<file path="src/rtl/tlfq_pkg.sv">
`timescale 1ns / 1ps
package tlfq_pkg;
  typedef struct packed {
    logic [1:0]  op;
    logic [15:0] proc_id;
  } req_t;

  typedef struct packed {
    logic [2:0]  event_res;
    logic [15:0] proc_out;
    logic [1:0]  level_out;
    logic        last;
  } res_t;

  localparam logic [1:0] OP_TICK   = 2'd0;
  localparam logic [1:0] OP_ADD    = 2'd1;
  localparam logic [1:0] OP_IO     = 2'd2;
  localparam logic [1:0] OP_FINISH = 2'd3;

  localparam logic [2:0] EV_IDLE     = 3'd0;
  localparam logic [2:0] EV_DISPATCH = 3'd1;
  localparam logic [2:0] EV_EXPIRED  = 3'd2;
  localparam logic [2:0] EV_ADDED    = 3'd3;
  localparam logic [2:0] EV_FULL     = 3'd4;
  localparam logic [2:0] EV_BLOCKED  = 3'd5;
  localparam logic [2:0] EV_FINISHED = 3'd6;
  localparam logic [2:0] EV_NORUN    = 3'd7;

  localparam logic [1:0] ST_NEW     = 2'd0;
  localparam logic [1:0] ST_READY   = 2'd1;
  localparam logic [1:0] ST_RUNNING = 2'd2;
  localparam logic [1:0] ST_WAITING = 2'd3;

  localparam logic [1:0] REG_Q1   = 2'd0;
  localparam logic [1:0] REG_Q2   = 2'd1;
  localparam logic [1:0] REG_Q3   = 2'd2;
  localparam logic [1:0] REG_WAIT = 2'd3;

  // controller commands
  typedef struct packed {
    logic clear_scan;  // reset scan index and best pick
    logic scan_step;   // look at one slot for pick or free search
    logic io_step;     // count io for one slot
    logic do_add;
    logic do_dispatch;
    logic do_quantum;
    logic do_io;
    logic do_finish;
  } cmd_t;

  typedef struct packed {
    logic scan_done;
    logic running;
    logic found;
    logic expire;
  } stat_t;
endpackage

</file>
<file path="src/rtl/three_level_feedback_queue_scheduler.sv">
`timescale 1ns / 1ps
// one request at a time: a slot scan picks the entry or free slot, then an action step;
// ticks go on to a quantum step and an io count pass over all TABLE_SLOTS slots
// a tick that dispatches first emits the dispatch result, then the quantum step follows
// results wait in an output register while the io count pass runs
// synchronous reset empties the table, stops the running entry and restores registers
module three_level_feedback_queue_scheduler #(
  parameter int TABLE_SLOTS = 16
) (
  input  logic              clk,
  input  logic              rst,
  input  logic              in_valid,
  output logic              in_ready,
  input  tlfq_pkg::req_t    in_data,
  output logic              out_valid,
  input  logic              out_ready,
  output tlfq_pkg::res_t    out_data,
  input  logic              psel,
  input  logic              penable,
  input  logic              pwrite,
  input  logic [3:0]        paddr,
  input  logic [31:0]       pwdata,
  output logic [31:0]       prdata,
  output logic              pready
);
  import tlfq_pkg::*;
  logic [7:0] q1, q2, q3, wt;
  req_t req;
  cmd_t cmd;
  stat_t stat;
  logic [2:0] res_event;
  logic [15:0] res_proc;
  logic [1:0] res_level;

  assign pready = 1'b1;
  always_ff @(posedge clk) begin
    if (rst) begin
      q1 <= 8'd1; q2 <= 8'd2; q3 <= 8'd4; wt <= 8'd3;
    end else if (psel && penable && pwrite) begin
      case (paddr[3:2])
        REG_Q1: q1 <= pwdata[7:0];
        REG_Q2: q2 <= pwdata[7:0];
        REG_Q3: q3 <= pwdata[7:0];
        default: wt <= pwdata[7:0];
      endcase
    end
  end
  always_comb begin
    case (paddr[3:2])
      REG_Q1: prdata = {24'd0, q1};
      REG_Q2: prdata = {24'd0, q2};
      REG_Q3: prdata = {24'd0, q3};
      default: prdata = {24'd0, wt};
    endcase
  end

  tlfq_ctrl u_ctrl (
    .clk, .rst, .in_valid, .in_ready, .in_data, .req, .cmd, .stat,
    .res_event, .res_proc, .res_level, .out_valid, .out_ready, .out_data
  );
  tlfq_datapath #(.TABLE_SLOTS(TABLE_SLOTS)) u_dp (
    .clk, .rst, .req, .cmd, .q1, .q2, .q3, .wait_ticks(wt), .stat,
    .res_event, .res_proc, .res_level
  );
endmodule

</file>
<file path="src/rtl/tlfq_datapath.sv">
`timescale 1ns / 1ps
module tlfq_datapath #(
  parameter int TABLE_SLOTS = 16
) (
  input  logic              clk,
  input  logic              rst,
  input  tlfq_pkg::req_t    req,
  input  tlfq_pkg::cmd_t    cmd,
  input  logic [7:0]        q1,
  input  logic [7:0]        q2,
  input  logic [7:0]        q3,
  input  logic [7:0]        wait_ticks,
  output tlfq_pkg::stat_t   stat,
  output logic [2:0]        res_event,
  output logic [15:0]       res_proc,
  output logic [1:0]        res_level
);
  import tlfq_pkg::*;
  localparam int IW = (TABLE_SLOTS > 1) ? $clog2(TABLE_SLOTS) : 1;
  localparam int CW = $clog2(TABLE_SLOTS + 1);

  logic [TABLE_SLOTS-1:0] valid;
  logic [15:0] sproc [TABLE_SLOTS];
  logic [1:0]  slevel [TABLE_SLOTS];
  logic [1:0]  sstatus [TABLE_SLOTS];
  logic [7:0]  sio [TABLE_SLOTS];
  logic [31:0] sstamp [TABLE_SLOTS];
  logic [31:0] order_counter;
  logic [IW-1:0] running_slot;
  logic          running_valid;
  logic [7:0]    quantum_count;

  logic [CW-1:0] scan;
  logic          best_ok;
  logic [IW-1:0] best;
  logic [1:0]    best_lvl;
  logic [31:0]   best_key;
  logic          free_ok;
  logic [IW-1:0] free_slot;

  logic [IW-1:0] si;
  logic [31:0]   key;
  logic          cand;
  logic          better;
  logic [7:0]    qc_inc;
  logic [7:0]    qlim;
  logic [1:0]    rlvl;
  logic [7:0]    io_inc;

  assign si = scan[IW-1:0];
  assign key = sstamp[si] - order_counter;
  assign cand = valid[si] && (sstatus[si] == ST_NEW || sstatus[si] == ST_READY);
  assign better = !best_ok || (slevel[si] < best_lvl) ||
                  (slevel[si] == best_lvl && key < best_key);
  assign qc_inc = (quantum_count == 8'hff) ? quantum_count : quantum_count + 8'd1;
  assign rlvl = slevel[running_slot];
  always_comb begin
    case (rlvl)
      2'd0: qlim = q1;
      2'd1: qlim = q2;
      default: qlim = q3;
    endcase
  end
  assign io_inc = (sio[si] == 8'hff) ? sio[si] : sio[si] + 8'd1;

  assign stat.scan_done = (scan == CW'(TABLE_SLOTS - 1));
  assign stat.running = running_valid;
  assign stat.found = cmd.do_add ? free_ok : best_ok;
  assign stat.expire = running_valid && (qc_inc >= qlim);

  always_ff @(posedge clk) begin
    if (rst) begin
      valid <= '0;
      order_counter <= '0;
      running_slot <= '0;
      running_valid <= 1'b0;
      quantum_count <= '0;
      scan <= '0;
      best_ok <= 1'b0;
      free_ok <= 1'b0;
    end else begin
      if (cmd.clear_scan) begin
        scan <= '0;
        best_ok <= 1'b0;
        free_ok <= 1'b0;
      end
      if (cmd.scan_step || cmd.io_step) begin
        if (scan != CW'(TABLE_SLOTS - 1)) scan <= scan + CW'(1);
      end
      if (cmd.scan_step) begin
        if (cand && better) begin
          best_ok <= 1'b1;
          best <= si;
          best_lvl <= slevel[si];
          best_key <= key;
        end
        if (!valid[si] && !free_ok) begin
          free_ok <= 1'b1;
          free_slot <= si;
        end
      end
      if (cmd.io_step && valid[si] && sstatus[si] == ST_WAITING) begin
        if (io_inc >= wait_ticks) begin
          sstatus[si] <= ST_READY;
          sio[si] <= '0;
        end else begin
          sio[si] <= io_inc;
        end
      end
      if (cmd.do_add) begin
        if (free_ok) begin
          valid[free_slot] <= 1'b1;
          sproc[free_slot] <= req.proc_id;
          slevel[free_slot] <= 2'd0;
          sstatus[free_slot] <= ST_NEW;
          sio[free_slot] <= '0;
          sstamp[free_slot] <= order_counter;
          order_counter <= order_counter + 32'd1;
          res_event <= EV_ADDED;
        end else begin
          res_event <= EV_FULL;
        end
        res_proc <= req.proc_id;
        res_level <= 2'd0;
      end
      if (cmd.do_dispatch) begin
        if (best_ok) begin
          sstatus[best] <= ST_RUNNING;
          running_slot <= best;
          running_valid <= 1'b1;
          quantum_count <= '0;
          res_event <= EV_DISPATCH;
          res_proc <= sproc[best];
          res_level <= slevel[best];
        end else begin
          res_event <= EV_IDLE;
          res_proc <= '0;
          res_level <= '0;
        end
      end
      if (cmd.do_quantum) begin
        if (!running_valid) begin
          res_event <= EV_IDLE;
          res_proc <= '0;
          res_level <= '0;
        end else if (qc_inc >= qlim) begin
          if (rlvl < 2'd2) begin
            slevel[running_slot] <= rlvl + 2'd1;
            sstamp[running_slot] <= order_counter;
            order_counter <= order_counter + 32'd1;
          end
          sstatus[running_slot] <= ST_READY;
          running_valid <= 1'b0;
          running_slot <= '0;
          quantum_count <= '0;
          res_event <= EV_EXPIRED;
          res_proc <= sproc[running_slot];
          res_level <= (rlvl < 2'd2) ? rlvl + 2'd1 : rlvl;
        end else begin
          quantum_count <= qc_inc;
          res_event <= EV_IDLE;
          res_proc <= sproc[running_slot];
          res_level <= rlvl;
        end
      end
      if (cmd.do_io || cmd.do_finish) begin
        if (!running_valid) begin
          res_event <= EV_NORUN;
          res_proc <= '0;
          res_level <= '0;
        end else begin
          if (cmd.do_io) begin
            sstatus[running_slot] <= ST_WAITING;
            sio[running_slot] <= '0;
            if (rlvl > 2'd0) begin
              slevel[running_slot] <= rlvl - 2'd1;
              sstamp[running_slot] <= order_counter;
              order_counter <= order_counter + 32'd1;
            end
            res_event <= EV_BLOCKED;
            res_level <= (rlvl > 2'd0) ? rlvl - 2'd1 : rlvl;
          end else begin
            valid[running_slot] <= 1'b0;
            res_event <= EV_FINISHED;
            res_level <= rlvl;
          end
          res_proc <= sproc[running_slot];
          running_valid <= 1'b0;
          running_slot <= '0;
          quantum_count <= '0;
        end
      end
    end
  end
endmodule

</file>
<file path="src/rtl/tlfq_ctrl.sv">
`timescale 1ns / 1ps
module tlfq_ctrl (
  input  logic            clk,
  input  logic            rst,
  input  logic            in_valid,
  output logic            in_ready,
  input  tlfq_pkg::req_t  in_data,
  output tlfq_pkg::req_t  req,
  output tlfq_pkg::cmd_t  cmd,
  input  tlfq_pkg::stat_t stat,
  input  logic [2:0]      res_event,
  input  logic [15:0]     res_proc,
  input  logic [1:0]      res_level,
  output logic            out_valid,
  input  logic            out_ready,
  output tlfq_pkg::res_t  out_data
);
  import tlfq_pkg::*;
  typedef enum logic [3:0] {
    S_IDLE, S_SCAN, S_ACT, S_QUANT, S_HOLD, S_EMIT, S_EMIT2, S_IO, S_WAIT
  } state_t;
  state_t state;
  logic   disp_hit;
  logic   pending;
  logic   emit_now;

  assign in_ready = (state == S_IDLE) && !out_valid;

  always_comb begin
    case (state)
      S_EMIT, S_EMIT2: emit_now = !out_valid || out_ready;
      S_HOLD: emit_now = !pending && (!out_valid || out_ready);
      default: emit_now = 1'b0;
    endcase
  end

  always_comb begin
    cmd = '0;
    case (state)
      S_IDLE: cmd.clear_scan = in_valid && in_ready;
      S_SCAN: cmd.scan_step = 1'b1;
      S_ACT: begin
        case (req.op)
          OP_TICK: cmd.do_dispatch = !stat.running;
          OP_ADD: cmd.do_add = 1'b1;
          OP_IO: cmd.do_io = 1'b1;
          default: cmd.do_finish = 1'b1;
        endcase
      end
      S_QUANT: begin
        cmd.do_quantum = 1'b1;
        cmd.clear_scan = 1'b1;
      end
      S_IO: cmd.io_step = 1'b1;
      default: ;
    endcase
  end

  always_ff @(posedge clk) begin
    if (rst) begin
      state <= S_IDLE;
      out_valid <= 1'b0;
      disp_hit <= 1'b0;
      pending <= 1'b0;
    end else begin
      out_valid <= emit_now || (out_valid && !out_ready);
      case (state)
        S_IDLE: begin
          if (in_valid && in_ready) begin
            req <= in_data;
            disp_hit <= 1'b0;
            state <= S_SCAN;
          end
        end
        S_SCAN: if (stat.scan_done) state <= S_ACT;
        S_ACT: begin
          if (req.op == OP_TICK && !stat.running) begin
            disp_hit <= stat.found;
            state <= stat.found ? S_EMIT : S_QUANT;
          end else if (req.op == OP_TICK) begin
            state <= S_QUANT;
          end else begin
            state <= S_EMIT2;
          end
        end
        S_EMIT: begin
          if (emit_now) begin
            out_data <= '{res_event, res_proc, res_level, !stat.expire};
            state <= S_QUANT;
          end
        end
        S_QUANT: begin
          pending <= disp_hit && !stat.expire;
          state <= S_HOLD;
        end
        S_HOLD: begin
          if (pending) begin
            pending <= 1'b0;
            state <= S_IO;
          end else if (emit_now) begin
            out_data <= '{res_event, res_proc, res_level, 1'b1};
            state <= S_IO;
          end
        end
        S_EMIT2: begin
          if (emit_now) begin
            out_data <= '{res_event, res_proc, res_level, 1'b1};
            state <= S_IDLE;
          end
        end
        S_IO: if (stat.scan_done) state <= S_WAIT;
        default: state <= S_IDLE;
      endcase
    end
  end

  assert property (@(posedge clk) disable iff (rst)
    (in_valid && in_ready) |=> state == S_SCAN) else $error("bad start");
  assert property (@(posedge clk) disable iff (rst)
    state == S_WAIT |=> state == S_IDLE) else $error("bad end");
  assert property (@(posedge clk) disable iff (rst)
    $onehot0({cmd.do_add, cmd.do_dispatch, cmd.do_quantum, cmd.do_io, cmd.do_finish}))
    else $error("clash");
endmodule
</file>
<file path="config.mk">
export PLATFORM = sky130hd
export DESIGN_NAME = three_level_feedback_queue_scheduler
export DESIGN_NICKNAME = d
export VERILOG_FILES = /design/src/rtl/tlfq_pkg.sv /design/src/rtl/three_level_feedback_queue_scheduler.sv /design/src/rtl/tlfq_datapath.sv /design/src/rtl/tlfq_ctrl.sv
export SDC_FILE = /design/constraint.sdc
export NUM_CORES = 2
export LEC_CHECK = 0
export BUFFER_PORTS_ARGS = -buffer_cell sky130_fd_sc_hd__buf_4
export CORE_UTILIZATION = 30
export DETAILED_ROUTE_END_ITERATION = 8
export PLACE_DENSITY = 0.52
export SLEW_MARGIN = 20
export SYNTH_ARGS = -nofsm -noshare
export SYNTH_HDL_FRONTEND = slang
export SYNTH_SLANG_ARGS = --single-unit
</file>
<file path="constraint.sdc">
create_clock -name clk -period 11.7 [get_ports clk]
set_clock_uncertainty 0.2 [all_clocks]
set_input_delay 0.585 -clock clk [delete_from_list [all_inputs] [get_ports clk]]
set_output_delay 0.585 -clock clk [all_outputs]
set_load 0.05 [all_outputs]
</file>
==> flow_metrics.tcl <==
set metrics [dict create \
    highest_delay_cell_along_the_critical_path "a311oi_4" \
    critPathMostFrequentCell "o21ai_0" \
    cpPeakStageDelay_ps 720 \
    total_switching_power_mw 2.66 \
    grt_first_pass_wirelength_mm 187 \
    layout.cells.most_common_list "edfxtp_1 (1063), mux4_2 (380), nor2_1 (176), clkbuf_16 (135), buf_4 (135)" \
    p_leak_nw 18.4 \
    synthDistinctLibCells 77 \
    count_of_mapped_cells_out_of_synthesis 2913 \
    drt_wl_total_mm 126 \
    synth_largest_area_cell "edfxtp_1" \
    number_of_warnings_printed_during_yosys_synthesis 0 \
    synth_top_cell_area_share 0.620 \
    placeableCoreArea_mm2 0.170 \
    critPathArrivalTime_ps 8350 \
    cp-start-kind "flip-flop" \
    timing.final.max_slew_violations 0 \
    htreeDepth 4 \
    drt.antenna.violating_nets 0 \
    seq_power_share 0.458 \
    hold_violations 0 \
    gpl.final_weighted_congestion 0.796 \
    synth-edff-count 1063 \
    fin_setup_tns_ps 0 \
    post_route_cells_drive_above_1_share 0.247 \
    ys_dominant_reg_cell "edfxtp_1" \
    buffer_ports.inserted 66 \
    layout_commonest_cell "edfxtp_1" \
    drtPass1Iterations 5 \
    design.die.area_mm2 0.173 \
    internal_power_mw 7.72 \
    worst_r2r_path_depth 24 \
    final.period_utilization 0.698 \
    mappedNetlistArea_mm2 0.0515 \
    share_of_power_burned_in_the_clock_network 0.387 \
    min_path_cells 3 \
    cts_buffers 131 \
    std_cell_rows 151 \
    power-per-cell-area_mw_per_mm2 175 \
    ys_ff_latch 1174 \
    dieWidth_um 416 \
    effective_utilization_at_floorplan 0.303 \
    routedWlPerCell_um 23.5 \
    dp_hpwl_mm 70.7 \
    swShare 0.257 \
    drt_drc_violations_left 0 \
    cts.repair.resized 0 \
    stdcell_area_mm2 0.0592 \
    hold_class "in2reg" \
    hold_slack_ps 103 \
    synth-seq-area-share 0.663 \
    grt_max_degree 74 \
    path_class "reg2reg" \
    worst-slew-pin-transition_ps 1140 \
    grt_antenna_before_repair 1 \
    synth.top_cells.by_area "edfxtp_1 (62%), mux4_2 (17%), dfxtp_1 (4.3%)" \
    rsz_0062_raised_after_global_routing "no" \
    maximum_achievable_frequency_mhz 122 \
    max_cap_viol_count 0 \
    area_growth_syn_to_layout_pct 15.0 \
    worst_setup_hold_path_clk_slew_ps 60 \
    nFillCells 15900 \
    critPathRequiredTime_ps 11880 \
    groute.usage.overall 0.145 \
    cts_root_cell "clkbuf_16" \
    die_ht_um 416 \
    io_pins 118 \
    cts_num_sinks 1174 \
    setup-violations-final 0 \
    share_comb_of_total_power 0.155 \
    irDropWorstVdd_mv 0.128 \
    via_count 27300 \
    detailedRoute.firstIterationViolations 2514 \
    worst_setup_path_end_kind "flip-flop" \
    clock_insertion_delay_at_the_later_pin_of_the_skew_report_ps 760 \
    outcome "finished, final reports clean" \
    first_global_vias 27900 \
    final.min_clock_period_ps 8170 \
    synth_async_sr_flop_share 0 \
    post_synth.cell_area_avg_um2 17.7 \
    timing.max_slew.rel_slack 0.243 \
    area_after_detailed_placement_mm2 0.0548 \
    route.detailed.vias_per_inst 5.07 \
    final_net_count 3216 \
    path_max_fanout 32 \
    grt_remaining_overflow 0 \
    clock_path_buffers 3 \
    path_cells "buf_4 -> mux4_2 -> mux4_2 -> inv_1 -> ha_1 -> inv_1 -> fa_1 -> a211oi_1 -> o21ai_0 -> a32oi_1 -> a31oi_1 -> o21ai_0 -> nand2b_1 -> a21oi_1 -> xnor2_1 -> ha_1 -> o21ai_0 -> o21bai_1 -> a211oi_1 -> o21ai_0 -> a211oi_1 -> o21ai_0 -> a311oi_4 -> buf_4" \
    cts_tree "yes" \
]
critical path: cells and delay by family, from the launching register on:
kind	cells	cell delay (ps)
AO/OA/AOI/OAI	13	3390
buffers and inverters	4	1180
multiplexers	2	1060
adder cells (fa/ha/maj)	3	900
flip-flops	1	710
XOR/XNOR	1	170
AND/OR/NAND/NOR	1	80
per-layer routing:
layer | wire length (µm) | track usage
met1 | 55300 | 0.195
met2 | 62300 | 0.243
met3 | 6230 | 0.0243
met4 | 2490 | 0.0395
met5 | 0 | 0
worst paths after layout:
kind | from | end | slack, ps
hold reg to reg | u_dp.res_proc[13] | u_ctrl.out_data[16] | 220
setup reg to reg | u_dp.scan[0] | u_dp.best_key[13] | 3530
setup / recovery | u_dp.scan[0] | u_dp.best_key[13] | 3530
hold / removal | out_ready | u_ctrl.out_valid | 100
cell usage after synthesis, drive strengths merged, types with 6 or more instances:
| master | count |
|---|---|
| nand3 | 54 |
| xnor2 | 45 |
| nand2b | 11 |
| nand4 | 21 |
| a221o | 7 |
| nor2b | 19 |
| a22oi | 28 |
| o21ai | 72 |
| or2 | 6 |
| and3 | 16 |
| a21oi | 84 |
| and2 | 14 |
| mux2i | 64 |
| nor2 | 207 |
| mux4 | 402 |
| a21o | 17 |
| dfxtp | 111 |
| clkbuf | 91 |
| inv | 91 |
| o21a | 14 |
| buf | 78 |
| nor3 | 43 |
| nor4b | 10 |
| ha | 89 |
| nand2 | 105 |
| xor2 | 13 |
| edfxtp | 1063 |
| nor4 | 24 |
| a31oi | 8 |
| o211ai | 7 |
| a211oi | 17 |
| mux2 | 16 |
flip-flops by register name (all words and copies together), names as in the netlist, 3 cells and up, named ones only:
signal              count
u_dp.res_proc          16
u_dp.res_event          3
u_dp.free_slot          4
u_ctrl.out_data        22
u_ctrl.state            4
u_dp.running_slot       4
u_dp.sio              128
u_dp.best               4
u_dp.slevel            32
u_ctrl.req             18
q3                      8
u_dp.order_counter     32
u_dp.best_key          32
u_dp.sproc            256
q1                      8
u_dp.quantum_count      8
u_dp.scan               5
q2                      8
u_dp.valid             16
u_dp.sstamp           512
wt                      8
u_dp.sstatus           32
area by class of cell:
type                            instances  area [µm²]  share of cell area
Antenna cell                            1        2.50           0.0000422
Multi-Input combinational cell       1501       16500               0.278
Inverter                               92         347             0.00585
Sequential cell                      1174       34200               0.577
Tap cell                             2218        2780              0.0469
Clock inverter                         62         614              0.0104
Timing Repair Buffer                  165        1330              0.0224
Clock buffer                          172        3550              0.0599
stage by stage:
stage / instances / setup WS (ps) / power (mW) / utilization
finish: 5385 / 3530 / 10.4 / 0.349
global route: 5385 / 2750 / 10.8 / 0.349
CTS: 5384 / 3380 / 10.5 / 0.349
detailed placement: 5122 / 3400 / 6.47 / 0.323
global placement: 5122 / 3430 / 6.47 / 0.323
floorplan: 2936 / 3270 / 6.06 / -
logic make-up (layout without fill, tap and decap cells):
kind of cell	Yosys count	count (layout)	synth area share
xor gates and xnor gates	58	58	0.00987
buffers and inverters	261	491	0.0230
other	2	26	0.000146
muxes	482	482	0.193
AOI/OAI and AO/OA	294	294	0.0370
adders and majority gates	90	90	0.0220
DFF	1174	1174	0.663
and+or+nand+nor	552	552	0.0514
timing repair:
action                    in CTS  in global routing
hold endpoints to repair      56                  0
hold buffers                  28                  0
buffers inserted               0                  0
power groups by stage:
| stage | logic [mW] | clock network [mW] | registers (mW) |
|---|---|---|---|
| floorplan | 1.25 | 0 | 4.81 |
| global placement | 1.62 | 0 | 4.84 |
| detailed placement | 1.63 | 0 | 4.85 |
| CTS | 1.64 | 4.13 | 4.76 |
| global route | 1.77 | 4.26 | 4.77 |
| finish | 1.61 | 4.02 | 4.76 |
Note: power is estimated with default switching activity, not from simulation.
